File: src/sv/lmbp_pkg.sv
// Shared types and constants for the bit-plane LED matrix refresh engine.
// No dependencies; the front, queue, back and top-level files import this package.
package lmbp_pkg;

    // Configuration register indexes.
    localparam logic [1:0] CFG_PERIOD_P0 = 2'd0;
    localparam logic [1:0] CFG_PERIOD_P1 = 2'd1;
    localparam logic [1:0] CFG_PERIOD_P2 = 2'd2;
    localparam logic [1:0] CFG_FIRST_INT = 2'd3;

    // Reset values of the configuration registers.
    localparam logic [7:0] PERIOD_P0_RST = 8'd60;
    localparam logic [7:0] PERIOD_P1_RST = 8'd120;
    localparam logic [7:0] PERIOD_P2_RST = 8'd160;
    localparam logic [7:0] FIRST_INT_RST = 8'h30;

    // Item function codes.
    localparam logic FUNC_WRITE = 1'b0;
    localparam logic FUNC_TICK  = 1'b1;

    localparam logic [7:0] CLOCK_MASK_TOP = 8'h80;

    // Command queue between front and back.
    localparam int QUEUE_DEPTH = 4;
    localparam int QUEUE_AW    = 2;

    typedef struct packed {
        logic       refresh;   // 1: refresh a plane, 0: store one frame byte
        logic [2:0] plane;
        logic [2:0] row;
        logic [2:0] byte_idx;
        logic [7:0] data;
    } cmd_t;

    typedef struct packed {
        logic clearing;        // frame store clear pass after reset in progress
    } status_t;

endpackage

File: src/sv/lmbp_if.sv
// Channel interfaces of the refresh engine: input items, result rows and
// configuration writes. No dependencies.
interface lmbp_item_if;
    logic       valid;
    logic       ready;
    logic       func;
    logic [2:0] plane_index;
    logic [2:0] row_index;
    logic [2:0] byte_index;
    logic [7:0] byte_value;

    modport source (output valid, func, plane_index, row_index, byte_index, byte_value,
                    input ready);
    modport sink (input valid, func, plane_index, row_index, byte_index, byte_value,
                  output ready);
endinterface

interface lmbp_result_if;
    logic        valid;
    logic        ready;
    logic [2:0]  row_number;
    logic [7:0]  clock_mask;
    logic [2:0]  shown_plane;
    logic [63:0] shift_bits;
    logic        last_row;

    modport source (output valid, row_number, clock_mask, shown_plane, shift_bits,
                    last_row, input ready);
    modport sink (input valid, row_number, clock_mask, shown_plane, shift_bits,
                  last_row, output ready);
endinterface

interface lmbp_cfg_if;
    logic       valid;
    logic       ready;
    logic [1:0] index;
    logic [7:0] data;

    modport source (output valid, index, data, input ready);
    modport sink (input valid, index, data, output ready);
endinterface

File: src/sv/lmbp_front.sv
// Front end: accepts items and configuration writes, runs the tick counter
// and plane sequence, and queues frame writes and refresh commands. Uses lmbp_pkg.
module lmbp_front
    import lmbp_pkg::*;
#(
    parameter int NUM_PLANES = 3
) (
    input  logic       clk,
    input  logic       rst_n,
    lmbp_item_if.sink  item,
    lmbp_cfg_if.sink   cfg,
    input  status_t    status,
    input  logic       q_full,
    output logic       q_push,
    output cmd_t       q_data
);

    localparam logic [2:0] PLANE_LAST = 3'(NUM_PLANES - 1);

    logic [7:0] period_p0_reg;
    logic [7:0] period_p1_reg;
    logic [7:0] period_p2_reg;
    logic [7:0] tick_count_reg;
    logic [7:0] compare_reg;
    logic [2:0] plane_reg;

    logic [7:0] compare_next;
    logic       accept;
    logic       match;

    assign item.ready = !status.clearing && !q_full;
    assign cfg.ready  = 1'b1;
    assign accept     = item.valid && item.ready;
    assign match      = (tick_count_reg == compare_reg);

    // Period loaded when the current plane is shown; higher planes keep it.
    always_comb
    begin
        unique case (plane_reg)
            3'd0:    compare_next = period_p0_reg;
            3'd1:    compare_next = period_p1_reg;
            3'd2:    compare_next = period_p2_reg;
            default: compare_next = compare_reg;
        endcase
    end

    always_comb
    begin
        q_data.refresh  = (item.func == FUNC_TICK);
        q_data.plane    = (item.func == FUNC_TICK) ? plane_reg : item.plane_index;
        q_data.row      = item.row_index;
        q_data.byte_idx = item.byte_index;
        q_data.data     = item.byte_value;
        q_push          = 1'b0;
        if (accept)
        begin
            if (item.func == FUNC_TICK)
                q_push = match;
            else
                q_push = (4'(item.plane_index) < 4'(NUM_PLANES));
        end
    end

    always_ff @(posedge clk or negedge rst_n)
    begin
        if (!rst_n)
        begin
            period_p0_reg  <= PERIOD_P0_RST;
            period_p1_reg  <= PERIOD_P1_RST;
            period_p2_reg  <= PERIOD_P2_RST;
            tick_count_reg <= 8'd0;
            compare_reg    <= FIRST_INT_RST;
            plane_reg      <= 3'd0;
        end
        else
        begin
            if (cfg.valid && cfg.ready)
            begin
                unique case (cfg.index)
                    CFG_PERIOD_P0: period_p0_reg <= cfg.data;
                    CFG_PERIOD_P1: period_p1_reg <= cfg.data;
                    CFG_PERIOD_P2: period_p2_reg <= cfg.data;
                    // The first interval only matters through the compare value.
                    CFG_FIRST_INT: compare_reg   <= cfg.data;
                    default: ;
                endcase
            end
            if (accept && item.func == FUNC_TICK)
            begin
                if (match)
                begin
                    tick_count_reg <= 8'd0;
                    compare_reg    <= compare_next;
                    plane_reg      <= (plane_reg == PLANE_LAST) ? 3'd0 : plane_reg + 3'd1;
                end
                else
                begin
                    tick_count_reg <= tick_count_reg + 8'd1;
                end
            end
        end
    end

`ifndef ASSERT_OFF
    // No item may enter while the frame store is still being cleared.
    a_no_accept_clear: assert property (@(posedge clk) disable iff (!rst_n)
        status.clearing |-> !accept)
        else $error("item accepted during frame store clear");
    // The plane sequence never leaves the stored planes.
    a_plane_range: assert property (@(posedge clk) disable iff (!rst_n)
        q_push && q_data.refresh |-> (4'(q_data.plane) < 4'(NUM_PLANES)))
        else $error("refresh queued for a plane that is not stored");
`endif

endmodule

File: src/sv/lmbp_queue.sv
// Short command queue that decouples the front end from the refresh back end.
// Uses cmd_t and queue constants from lmbp_pkg.
module lmbp_queue
    import lmbp_pkg::*;
(
    input  logic clk,
    input  logic rst_n,
    input  logic push,
    input  cmd_t push_data,
    output logic full,
    input  logic pop,
    output cmd_t head,
    output logic empty
);

    cmd_t                entry_reg [QUEUE_DEPTH];
    logic [QUEUE_AW-1:0] wr_ptr_reg;
    logic [QUEUE_AW-1:0] rd_ptr_reg;
    logic [QUEUE_AW:0]   count_reg;

    assign full  = (count_reg == (QUEUE_AW + 1)'(QUEUE_DEPTH));
    assign empty = (count_reg == '0);
    assign head  = entry_reg[rd_ptr_reg];

    always_ff @(posedge clk)
    begin
        if (push)
            entry_reg[wr_ptr_reg] <= push_data;
    end

    always_ff @(posedge clk or negedge rst_n)
    begin
        if (!rst_n)
        begin
            wr_ptr_reg <= '0;
            rd_ptr_reg <= '0;
            count_reg  <= '0;
        end
        else
        begin
            if (push)
                wr_ptr_reg <= wr_ptr_reg + 1'b1;
            if (pop)
                rd_ptr_reg <= rd_ptr_reg + 1'b1;
            if (push && !pop)
                count_reg <= count_reg + 1'b1;
            else if (pop && !push)
                count_reg <= count_reg - 1'b1;
        end
    end

`ifndef ASSERT_OFF
    a_no_overflow: assert property (@(posedge clk) disable iff (!rst_n)
        !(push && full))
        else $error("command queue overflow");
    a_no_underflow: assert property (@(posedge clk) disable iff (!rst_n)
        !(pop && empty))
        else $error("command queue underflow");
`endif

endmodule

File: src/sv/lmbp_back.sv
// Back end: owns the frame store, clears it after reset, applies byte writes
// and reads a plane row by row into the result register. Uses lmbp_pkg.
module lmbp_back
    import lmbp_pkg::*;
#(
    parameter int NUM_PLANES    = 3,
    parameter int NUM_ROWS_USED = 8
) (
    input  logic          clk,
    input  logic          rst_n,
    input  cmd_t          head,
    input  logic          empty,
    output logic          pop,
    output status_t       status,
    lmbp_result_if.source result
);

    localparam int         MEM_DEPTH = NUM_PLANES * 64;
    localparam int         AW        = $clog2(MEM_DEPTH);
    localparam logic [AW-1:0] ADDR_LAST = AW'(MEM_DEPTH - 1);
    localparam logic [2:0] ROW_LAST  = 3'(NUM_ROWS_USED - 1);

    localparam logic [2:0] ST_CLEAR = 3'd0;
    localparam logic [2:0] ST_IDLE  = 3'd1;
    localparam logic [2:0] ST_READ  = 3'd2;
    localparam logic [2:0] ST_DRAIN = 3'd3;
    localparam logic [2:0] ST_PUSH  = 3'd4;

    logic [7:0]    mem [MEM_DEPTH];

    logic [2:0]    state_reg;
    logic [2:0]    state_next;
    logic [AW-1:0] clr_cnt_reg;
    logic [2:0]    plane_reg;
    logic [2:0]    row_reg;
    logic [2:0]    byte_reg;
    logic          rd_valid_reg;
    logic [7:0]    rd_data_reg;
    logic [63:0]   acc_reg;

    logic          out_valid_reg;
    logic [2:0]    row_number_reg;
    logic [7:0]    clock_mask_reg;
    logic [2:0]    shown_plane_reg;
    logic [63:0]   shift_bits_reg;
    logic          last_row_reg;

    logic          mem_we;
    logic [AW-1:0] mem_waddr;
    logic [7:0]    mem_wdata;
    logic          rd_en;
    logic [AW-1:0] rd_addr;
    logic          load_out;

    assign status.clearing = (state_reg == ST_CLEAR);
    assign rd_en    = (state_reg == ST_READ);
    assign rd_addr  = AW'({plane_reg, row_reg, byte_reg});
    assign load_out = (state_reg == ST_PUSH) && (!out_valid_reg || result.ready);

    assign result.valid       = out_valid_reg;
    assign result.row_number  = row_number_reg;
    assign result.clock_mask  = clock_mask_reg;
    assign result.shown_plane = shown_plane_reg;
    assign result.shift_bits  = shift_bits_reg;
    assign result.last_row    = last_row_reg;

    always_comb
    begin
        state_next = state_reg;
        pop        = 1'b0;
        mem_we     = 1'b0;
        mem_waddr  = AW'({head.plane, head.row, head.byte_idx});
        mem_wdata  = head.data;
        unique case (state_reg)
            ST_CLEAR:
            begin
                mem_we    = 1'b1;
                mem_waddr = clr_cnt_reg;
                mem_wdata = 8'd0;
                if (clr_cnt_reg == ADDR_LAST)
                    state_next = ST_IDLE;
            end
            ST_IDLE:
            begin
                if (!empty)
                begin
                    pop = 1'b1;
                    if (head.refresh)
                        state_next = ST_READ;
                    else
                        mem_we = 1'b1;
                end
            end
            ST_READ:
            begin
                if (byte_reg == 3'd0)
                    state_next = ST_DRAIN;
            end
            ST_DRAIN:
            begin
                state_next = ST_PUSH;
            end
            ST_PUSH:
            begin
                if (load_out)
                    state_next = (row_reg == ROW_LAST) ? ST_IDLE : ST_READ;
            end
            default:
            begin
                state_next = ST_IDLE;
            end
        endcase
    end

    // Frame store: one write port, one registered read port.
    always_ff @(posedge clk)
    begin
        if (mem_we)
            mem[mem_waddr] <= mem_wdata;
        if (rd_en)
            rd_data_reg <= mem[rd_addr];
    end

    // Bytes arrive from byte 7 down to byte 0, so byte 7 ends up on top.
    always_ff @(posedge clk)
    begin
        if (rd_valid_reg)
            acc_reg <= {acc_reg[55:0], rd_data_reg};
        if (load_out)
        begin
            row_number_reg  <= row_reg;
            clock_mask_reg  <= CLOCK_MASK_TOP >> row_reg;
            shown_plane_reg <= plane_reg;
            shift_bits_reg  <= ~acc_reg;
            last_row_reg    <= (row_reg == ROW_LAST);
        end
    end

    always_ff @(posedge clk or negedge rst_n)
    begin
        if (!rst_n)
        begin
            state_reg     <= ST_CLEAR;
            clr_cnt_reg   <= '0;
            plane_reg     <= 3'd0;
            row_reg       <= 3'd0;
            byte_reg      <= 3'd7;
            rd_valid_reg  <= 1'b0;
            out_valid_reg <= 1'b0;
        end
        else
        begin
            state_reg    <= state_next;
            rd_valid_reg <= rd_en;
            if (state_reg == ST_CLEAR)
                clr_cnt_reg <= clr_cnt_reg + 1'b1;
            if (state_reg == ST_IDLE && !empty && head.refresh)
            begin
                plane_reg <= head.plane;
                row_reg   <= 3'd0;
                byte_reg  <= 3'd7;
            end
            if (rd_en)
                byte_reg <= byte_reg - 3'd1;
            if (load_out)
            begin
                row_reg  <= row_reg + 3'd1;
                byte_reg <= 3'd7;
            end
            if (load_out)
                out_valid_reg <= 1'b1;
            else if (result.ready)
                out_valid_reg <= 1'b0;
        end
    end

`ifndef ASSERT_OFF
    a_mask_onehot: assert property (@(posedge clk) disable iff (!rst_n)
        out_valid_reg |-> $onehot(clock_mask_reg))
        else $error("clock mask of a result is not one-hot");
`endif

endmodule

File: src/sv/led_matrix_bit_plane_refresh.sv
// Bit-plane LED matrix refresh engine, top level.
// Channels: item (frame byte writes and prescaled timer ticks), result (one
// row of shift data per transfer) and cfg (period and first-interval
// registers, always ready). All use valid/ready; a transfer happens when both
// are high at a rising edge of clk.
// A write item is stored by the back end as it is popped; a tick without compare
// match finishes in the front end and yields nothing.
// A matching tick starts a refresh of NUM_ROWS_USED rows. Each row reads its
// eight frame bytes from the single read port of the frame store (ST_READ),
// then passes ST_DRAIN and ST_PUSH, where it is loaded into the result
// register once that register is free or being read.
// A four-entry command queue lets the front accept items while a refresh
// runs; item.ready drops when that queue is full or while the store is cleared.
// After reset the frame store is cleared, one byte a cycle, all
// NUM_PLANES * 64 bytes; items are not taken meanwhile, configuration is.
// When the receiver stalls, the result register holds, then the back end and
// finally the queue and the item channel stall.
module led_matrix_bit_plane_refresh
    import lmbp_pkg::*;
#(
    parameter int NUM_PLANES    = 3,
    parameter int NUM_ROWS_USED = 8
) (
    input  logic          clk,
    input  logic          rst_n,
    lmbp_item_if.sink     item,
    lmbp_result_if.source result,
    lmbp_cfg_if.sink      cfg
);

    status_t status;
    logic    q_full;
    logic    q_push;
    cmd_t    q_data;
    logic    q_pop;
    cmd_t    q_head;
    logic    q_empty;

    lmbp_front #(
        .NUM_PLANES (NUM_PLANES)
    ) u_front (
        .clk    (clk),
        .rst_n  (rst_n),
        .item   (item),
        .cfg    (cfg),
        .status (status),
        .q_full (q_full),
        .q_push (q_push),
        .q_data (q_data)
    );

    lmbp_queue u_queue (
        .clk       (clk),
        .rst_n     (rst_n),
        .push      (q_push),
        .push_data (q_data),
        .full      (q_full),
        .pop       (q_pop),
        .head      (q_head),
        .empty     (q_empty)
    );

    lmbp_back #(
        .NUM_PLANES    (NUM_PLANES),
        .NUM_ROWS_USED (NUM_ROWS_USED)
    ) u_back (
        .clk    (clk),
        .rst_n  (rst_n),
        .head   (q_head),
        .empty  (q_empty),
        .pop    (q_pop),
        .status (status),
        .result (result)
    );

endmodule
File: src/flat_wrapper.sv
// flat-port wrapper written by rule: the top's interface ports become plain ports
module led_matrix_bit_plane_refresh_flat import lmbp_pkg::*;
#(
    parameter int NUM_PLANES    = 3,
    parameter int NUM_ROWS_USED = 8
)
  (clk, rst_n, item_valid, item_func, item_plane_index, item_row_index, item_byte_index, item_byte_value, item_ready, result_valid, result_row_number, result_clock_mask, result_shown_plane, result_shift_bits, result_last_row, result_ready, cfg_valid, cfg_index, cfg_data, cfg_ready);
  lmbp_item_if item_i ();
  lmbp_result_if result_i ();
  lmbp_cfg_if cfg_i ();
  input  logic clk;
  input  logic rst_n;
  input wire logic [$bits(item_i.valid)-1:0] item_valid;
  input wire logic [$bits(item_i.func)-1:0] item_func;
  input wire logic [$bits(item_i.plane_index)-1:0] item_plane_index;
  input wire logic [$bits(item_i.row_index)-1:0] item_row_index;
  input wire logic [$bits(item_i.byte_index)-1:0] item_byte_index;
  input wire logic [$bits(item_i.byte_value)-1:0] item_byte_value;
  output wire logic [$bits(item_i.ready)-1:0] item_ready;
  output wire logic [$bits(result_i.valid)-1:0] result_valid;
  output wire logic [$bits(result_i.row_number)-1:0] result_row_number;
  output wire logic [$bits(result_i.clock_mask)-1:0] result_clock_mask;
  output wire logic [$bits(result_i.shown_plane)-1:0] result_shown_plane;
  output wire logic [$bits(result_i.shift_bits)-1:0] result_shift_bits;
  output wire logic [$bits(result_i.last_row)-1:0] result_last_row;
  input wire logic [$bits(result_i.ready)-1:0] result_ready;
  input wire logic [$bits(cfg_i.valid)-1:0] cfg_valid;
  input wire logic [$bits(cfg_i.index)-1:0] cfg_index;
  input wire logic [$bits(cfg_i.data)-1:0] cfg_data;
  output wire logic [$bits(cfg_i.ready)-1:0] cfg_ready;
  assign item_i.valid = item_valid;
  assign item_i.func = item_func;
  assign item_i.plane_index = item_plane_index;
  assign item_i.row_index = item_row_index;
  assign item_i.byte_index = item_byte_index;
  assign item_i.byte_value = item_byte_value;
  assign item_ready = item_i.ready;
  assign result_valid = result_i.valid;
  assign result_row_number = result_i.row_number;
  assign result_clock_mask = result_i.clock_mask;
  assign result_shown_plane = result_i.shown_plane;
  assign result_shift_bits = result_i.shift_bits;
  assign result_last_row = result_i.last_row;
  assign result_i.ready = result_ready;
  assign cfg_i.valid = cfg_valid;
  assign cfg_i.index = cfg_index;
  assign cfg_i.data = cfg_data;
  assign cfg_ready = cfg_i.ready;
  led_matrix_bit_plane_refresh #(.NUM_PLANES(NUM_PLANES), .NUM_ROWS_USED(NUM_ROWS_USED)) u_core (.clk(clk), .rst_n(rst_n), .item(item_i), .result(result_i), .cfg(cfg_i));
endmodule
File: config.mk
export PLATFORM = sky130hd
export DESIGN_NAME = led_matrix_bit_plane_refresh_flat
export DESIGN_NICKNAME = d
export VERILOG_FILES = /design/src/sv/lmbp_pkg.sv /design/src/sv/lmbp_if.sv /design/src/sv/lmbp_front.sv /design/src/sv/lmbp_queue.sv /design/src/sv/lmbp_back.sv /design/src/sv/led_matrix_bit_plane_refresh.sv /design/src/flat_wrapper.sv
export SDC_FILE = /design/constraint.sdc
export NUM_CORES = 2
export LEC_CHECK = 0
export BUFFER_PORTS_ARGS = -buffer_cell sky130_fd_sc_hd__buf_2
export CAP_MARGIN = 20
export CORE_MARGIN = 1
export CORE_UTILIZATION = 55
export DETAILED_ROUTE_END_ITERATION = 8
export PLACE_DENSITY = 0.71
export SLEW_MARGIN = 20
export SYNTH_ARGS = -nofsm -noshare
export SYNTH_HDL_FRONTEND = slang
export SYNTH_HIERARCHICAL = 1
export SYNTH_SLANG_ARGS = --single-unit
File: constraint.sdc
create_clock -name clk -period 8.89 [get_ports clk]
set_input_delay 0.889 -clock clk [delete_from_list [all_inputs] [get_ports clk]]
set_output_delay 0.889 -clock clk [all_outputs]
set_load 0.02 [all_outputs]
==> results.sh <==
export IMPL_outcome="completed"
export IMPL_ir_worst_vdd_mv=0.288
export IMPL_port_buffers=113
export IMPL_synth_main_ff_cell="edfxtp_1"
export IMPL_rsz0062_at_grt="no"
export IMPL_yosys_warnings=6
export IMPL_synthArstFlopShare_pct=3.93
export IMPL_end_kind="flop"
export IMPL_arrival_ns=5.32
export IMPL_diodes=0
export IMPL_required_ns=9.40
export IMPL_pre_cts_ws_ns=4.07
export IMPL_synth_top_area_share_pct=73.7
export IMPL_power_density_nw_per_um2=330
export IMPL_vias=35800
export IMPL_dieArea_um2=132000
export IMPL_worst_pin_slew_ns=1.17
export IMPL_clkTransAtPathRegs_ns=0.06
export IMPL_wl_per_cell_um=28.1
export IMPL_synth_area_leader_cell="edfxtp_1"
export IMPL_syn_cell_area_um2=71700
export IMPL_ios=115
export IMPL_gp_congestion=0.871
export IMPL_setup_slack_ns=4.08
export IMPL_initial_utilization_pct=55.4
export IMPL_synthCells=3685
export IMPL_grt_pass1_vias=35100
export IMPL_syn_avg_cell_area_um2=19.4
export IMPL_synth_top_family_by_area="multiplexers"
export IMPL_cp_start_kind="flop"
export IMPL_nets=3876
export IMPL_synth_compound_area_share_pct=3.10
export IMPL_grt_max_degree=102
export IMPL_synthAdderAreaFrac_pct=0.272
export IMPL_die_w_um=363
export IMPL_finalCritPeriodShare_pct=54.1
export IMPL_fill_cells=8838
export IMPL_row_count=132
export IMPL_cts_tree="done"
export IMPL_synth_edf_count=1759
export IMPL_die_y_um=363
export IMPL_synth_xor_area_share_pct=0.306
export IMPL_largest_reg_flops=1536
export IMPL_postCtsSetupBuffers=0
export IMPL_maxSlewHeadroom_pct=21.9
export IMPL_ff_latch_area_um2=54700
export IMPL_drive_gt1_share_pct=21.5
export IMPL_htreeDepth=4
export IMPL_area_delta_synth_final_pct=10.9
export IMPL_clockBufferDepth=3
export IMPL_clock_latency_ns=0.79
export IMPL_ant_nets=0
export IMPL_cap_viol_max_count=0
export IMPL_cts_root_buf="clkbuf_16"
export IMPL_fin_setup_tns_ns=0
export IMPL_ys_ff_latch=1831
export IMPL_grt_antenna_before_repair=2
export IMPL_overflow=0
export IMPL_worstPathMaxFanout=45
export IMPL_drc_errors=0
export IMPL_p_leak_uw=0.0263
export IMPL_grt_usage_pct=24.6
export IMPL_muxShareOfSynthArea_pct=13.8
export IMPL_synth_net_count=3733
export IMPL_viasPerCell=6.27
export IMPL_drtPass1Iterations=6
export IMPL_routed_wl_um=160000
export IMPL_skew_ns=0.0291
export IMPL_fmax_mhz=208
export IMPL_hold_buffers=0
export IMPL_cts_num_sinks=1831
export IMPL_ys_seq_area_share_pct=76.3
export IMPL_multi_input_area_um2=15500
export IMPL_worstRegToRegCells=8
export IMPL_first_iter_violations=4543
export IMPL_hp_class="primary input to flop"
export IMPL_synth_area_leaders="edfxtp_1 74%, mux4_2 11%, mux2i_1 2.6%, dfrtp_1 2.0%, nor2_1 1.4%"
export IMPL_hold_violations=0
export IMPL_setup_violations=0
export IMPL_post_dp_hpwl_um=96800
export IMPL_final_common_cell="edfxtp_1"
export IMPL_critical_path_class="flop to flop"
export IMPL_core_area_um2=129000
export IMPL_most_common_layout_cells="1759 x edfxtp_1, 337 x mux4_2, 275 x nor2_1, 185 x mux2i_1, 180 x clkbuf_16"
export IMPL_finalWorstPathRequiredPeriod_ns=4.81
export IMPL_synth_simple_area_share_pct=4.07
export IMPL_cts_resized=0
export IMPL_ys_types=71
export IMPL_cts_buffers=175
export IMPL_drv_slew=0
export IMPL_grt_pass1_wl_um=236000
export IMPL_hold_path_depth=1
[final timing paths]
check,start,to,slack [ns]
worst min register to register,u_core/u_back/acc_reg[6],u_core/u_back/acc_reg[14],0.45
worst max-delay path,u_core/u_back/byte_reg[1],u_core/u_back/rd_data_reg[1],4.08
worst min-delay path,item_row_index[1],u_core/u_queue/entry_reg[2][12],0.33
worst max register to register,u_core/u_back/byte_reg[1],u_core/u_back/rd_data_reg[1],4.08
max in group asynchronous,rst_n,u_core/u_back/byte_reg[0],7.71
min in group asynchronous,rst_n,u_core/u_front/period_p1_reg[0],0.54
[metal layers]
metal,global-route usage (%),vias up,wire (um)
met4,7.98,0,4930
met1,35.6,18600,65000
met5,0,-,0
met3,4.79,276,15000
met2,38.2,1813,75600
li1,-,15100,-
[cells in the mapped netlist (8+ instances only)]
cell / n
buf_1: 20
o22a_1: 9
buf_6: 24
nand2_1: 147
dfstp_2: 15
clkbuf_1: 75
dfrtp_1: 57
a21oi_1: 50
nor2_1: 275
nand4_1: 25
a31oi_1: 23
inv_1: 86
xor2_1: 15
a221oi_1: 8
o2111ai_1: 22
o21ai_0: 42
mux2_2: 32
o211ai_1: 17
nor4_1: 8
buf_2: 47
mux2i_1: 185
edfxtp_1: 1759
o22ai_1: 54
nand2b_1: 12
or2_2: 9
nor2b_1: 21
ha_1: 14
nand3_1: 33
nor3_1: 27
o41ai_1: 8
a22oi_1: 14
and2_1: 21
mux4_2: 337
a211oi_1: 32
or2_1: 9
xnor2_1: 10
nand3b_1: 13
buf_4: 44
o32a_1: 8
o221ai_1: 15
[cells by family (layout without fill, tap and decap cells)]
group / count (synthesis) / count (layout)
DFF: 1831 / 1831
adders and majority gates: 15 / 15
and+or+nand+nor: 633 / 633
muxes: 557 / 557
other: 1 / 1
xor gates and xnor gates: 25 / 25
AOI/OAI and AO/OA: 322 / 322
buffers and inverters: 301 / 583
[report_power, final]
| group | leakage [uW] | internal, uW | switching [uW] |
|---|---|---|---|
| sequential | 0.0169 | 11300 | 425 |
| combinational | 0.00663 | 2330 | 4870 |
| clock | 0.00274 | 4140 | 3120 |
| total | 0.0263 | 17800 | 8410 |
[critical path, cell delays in order, from the launching register on]
cell      delay [ns]
dfstp_4         0.99
buf_4           0.69
buf_4           0.63
mux4_2          0.39
nor2b_1         0.14
a211oi_1        0.28
a211oi_1        0.16
o41ai_1         0.92
o211ai_1        0.16
[through the flow]
| stage | power, uW | hold slack, ns | cell area [um^2] | util, % | instances |
|---|---|---|---|---|---|
| 2_1_floorplan | 16600 | 0.400 | 71700 | - | 3685 |
| 3_3_place_gp | 18900 | 0.429 | 73700 | 57.0 | 5387 |
| 3_5_place_dp | 19100 | 0.432 | 73700 | 57.0 | 5388 |
| 4_1_cts | 26300 | 0.257 | 79300 | 61.4 | 5704 |
| 5_1_grt | 27100 | 0.295 | 79400 | 61.4 | 5709 |
| 6_report | 26200 | 0.327 | 79400 | 61.4 | 5709 |
[final cells by class]
cell class              count  share of cell area, %
clock buffers             222                   5.94
inverters                  87                  0.414
repair buffers            180                   1.50
clock inverters            94                   1.12
well taps                1742                   2.74
multi-input cells        1553                   19.5
flip-flops and latches   1831                   68.8
Power figures use the tool's default switching activity.
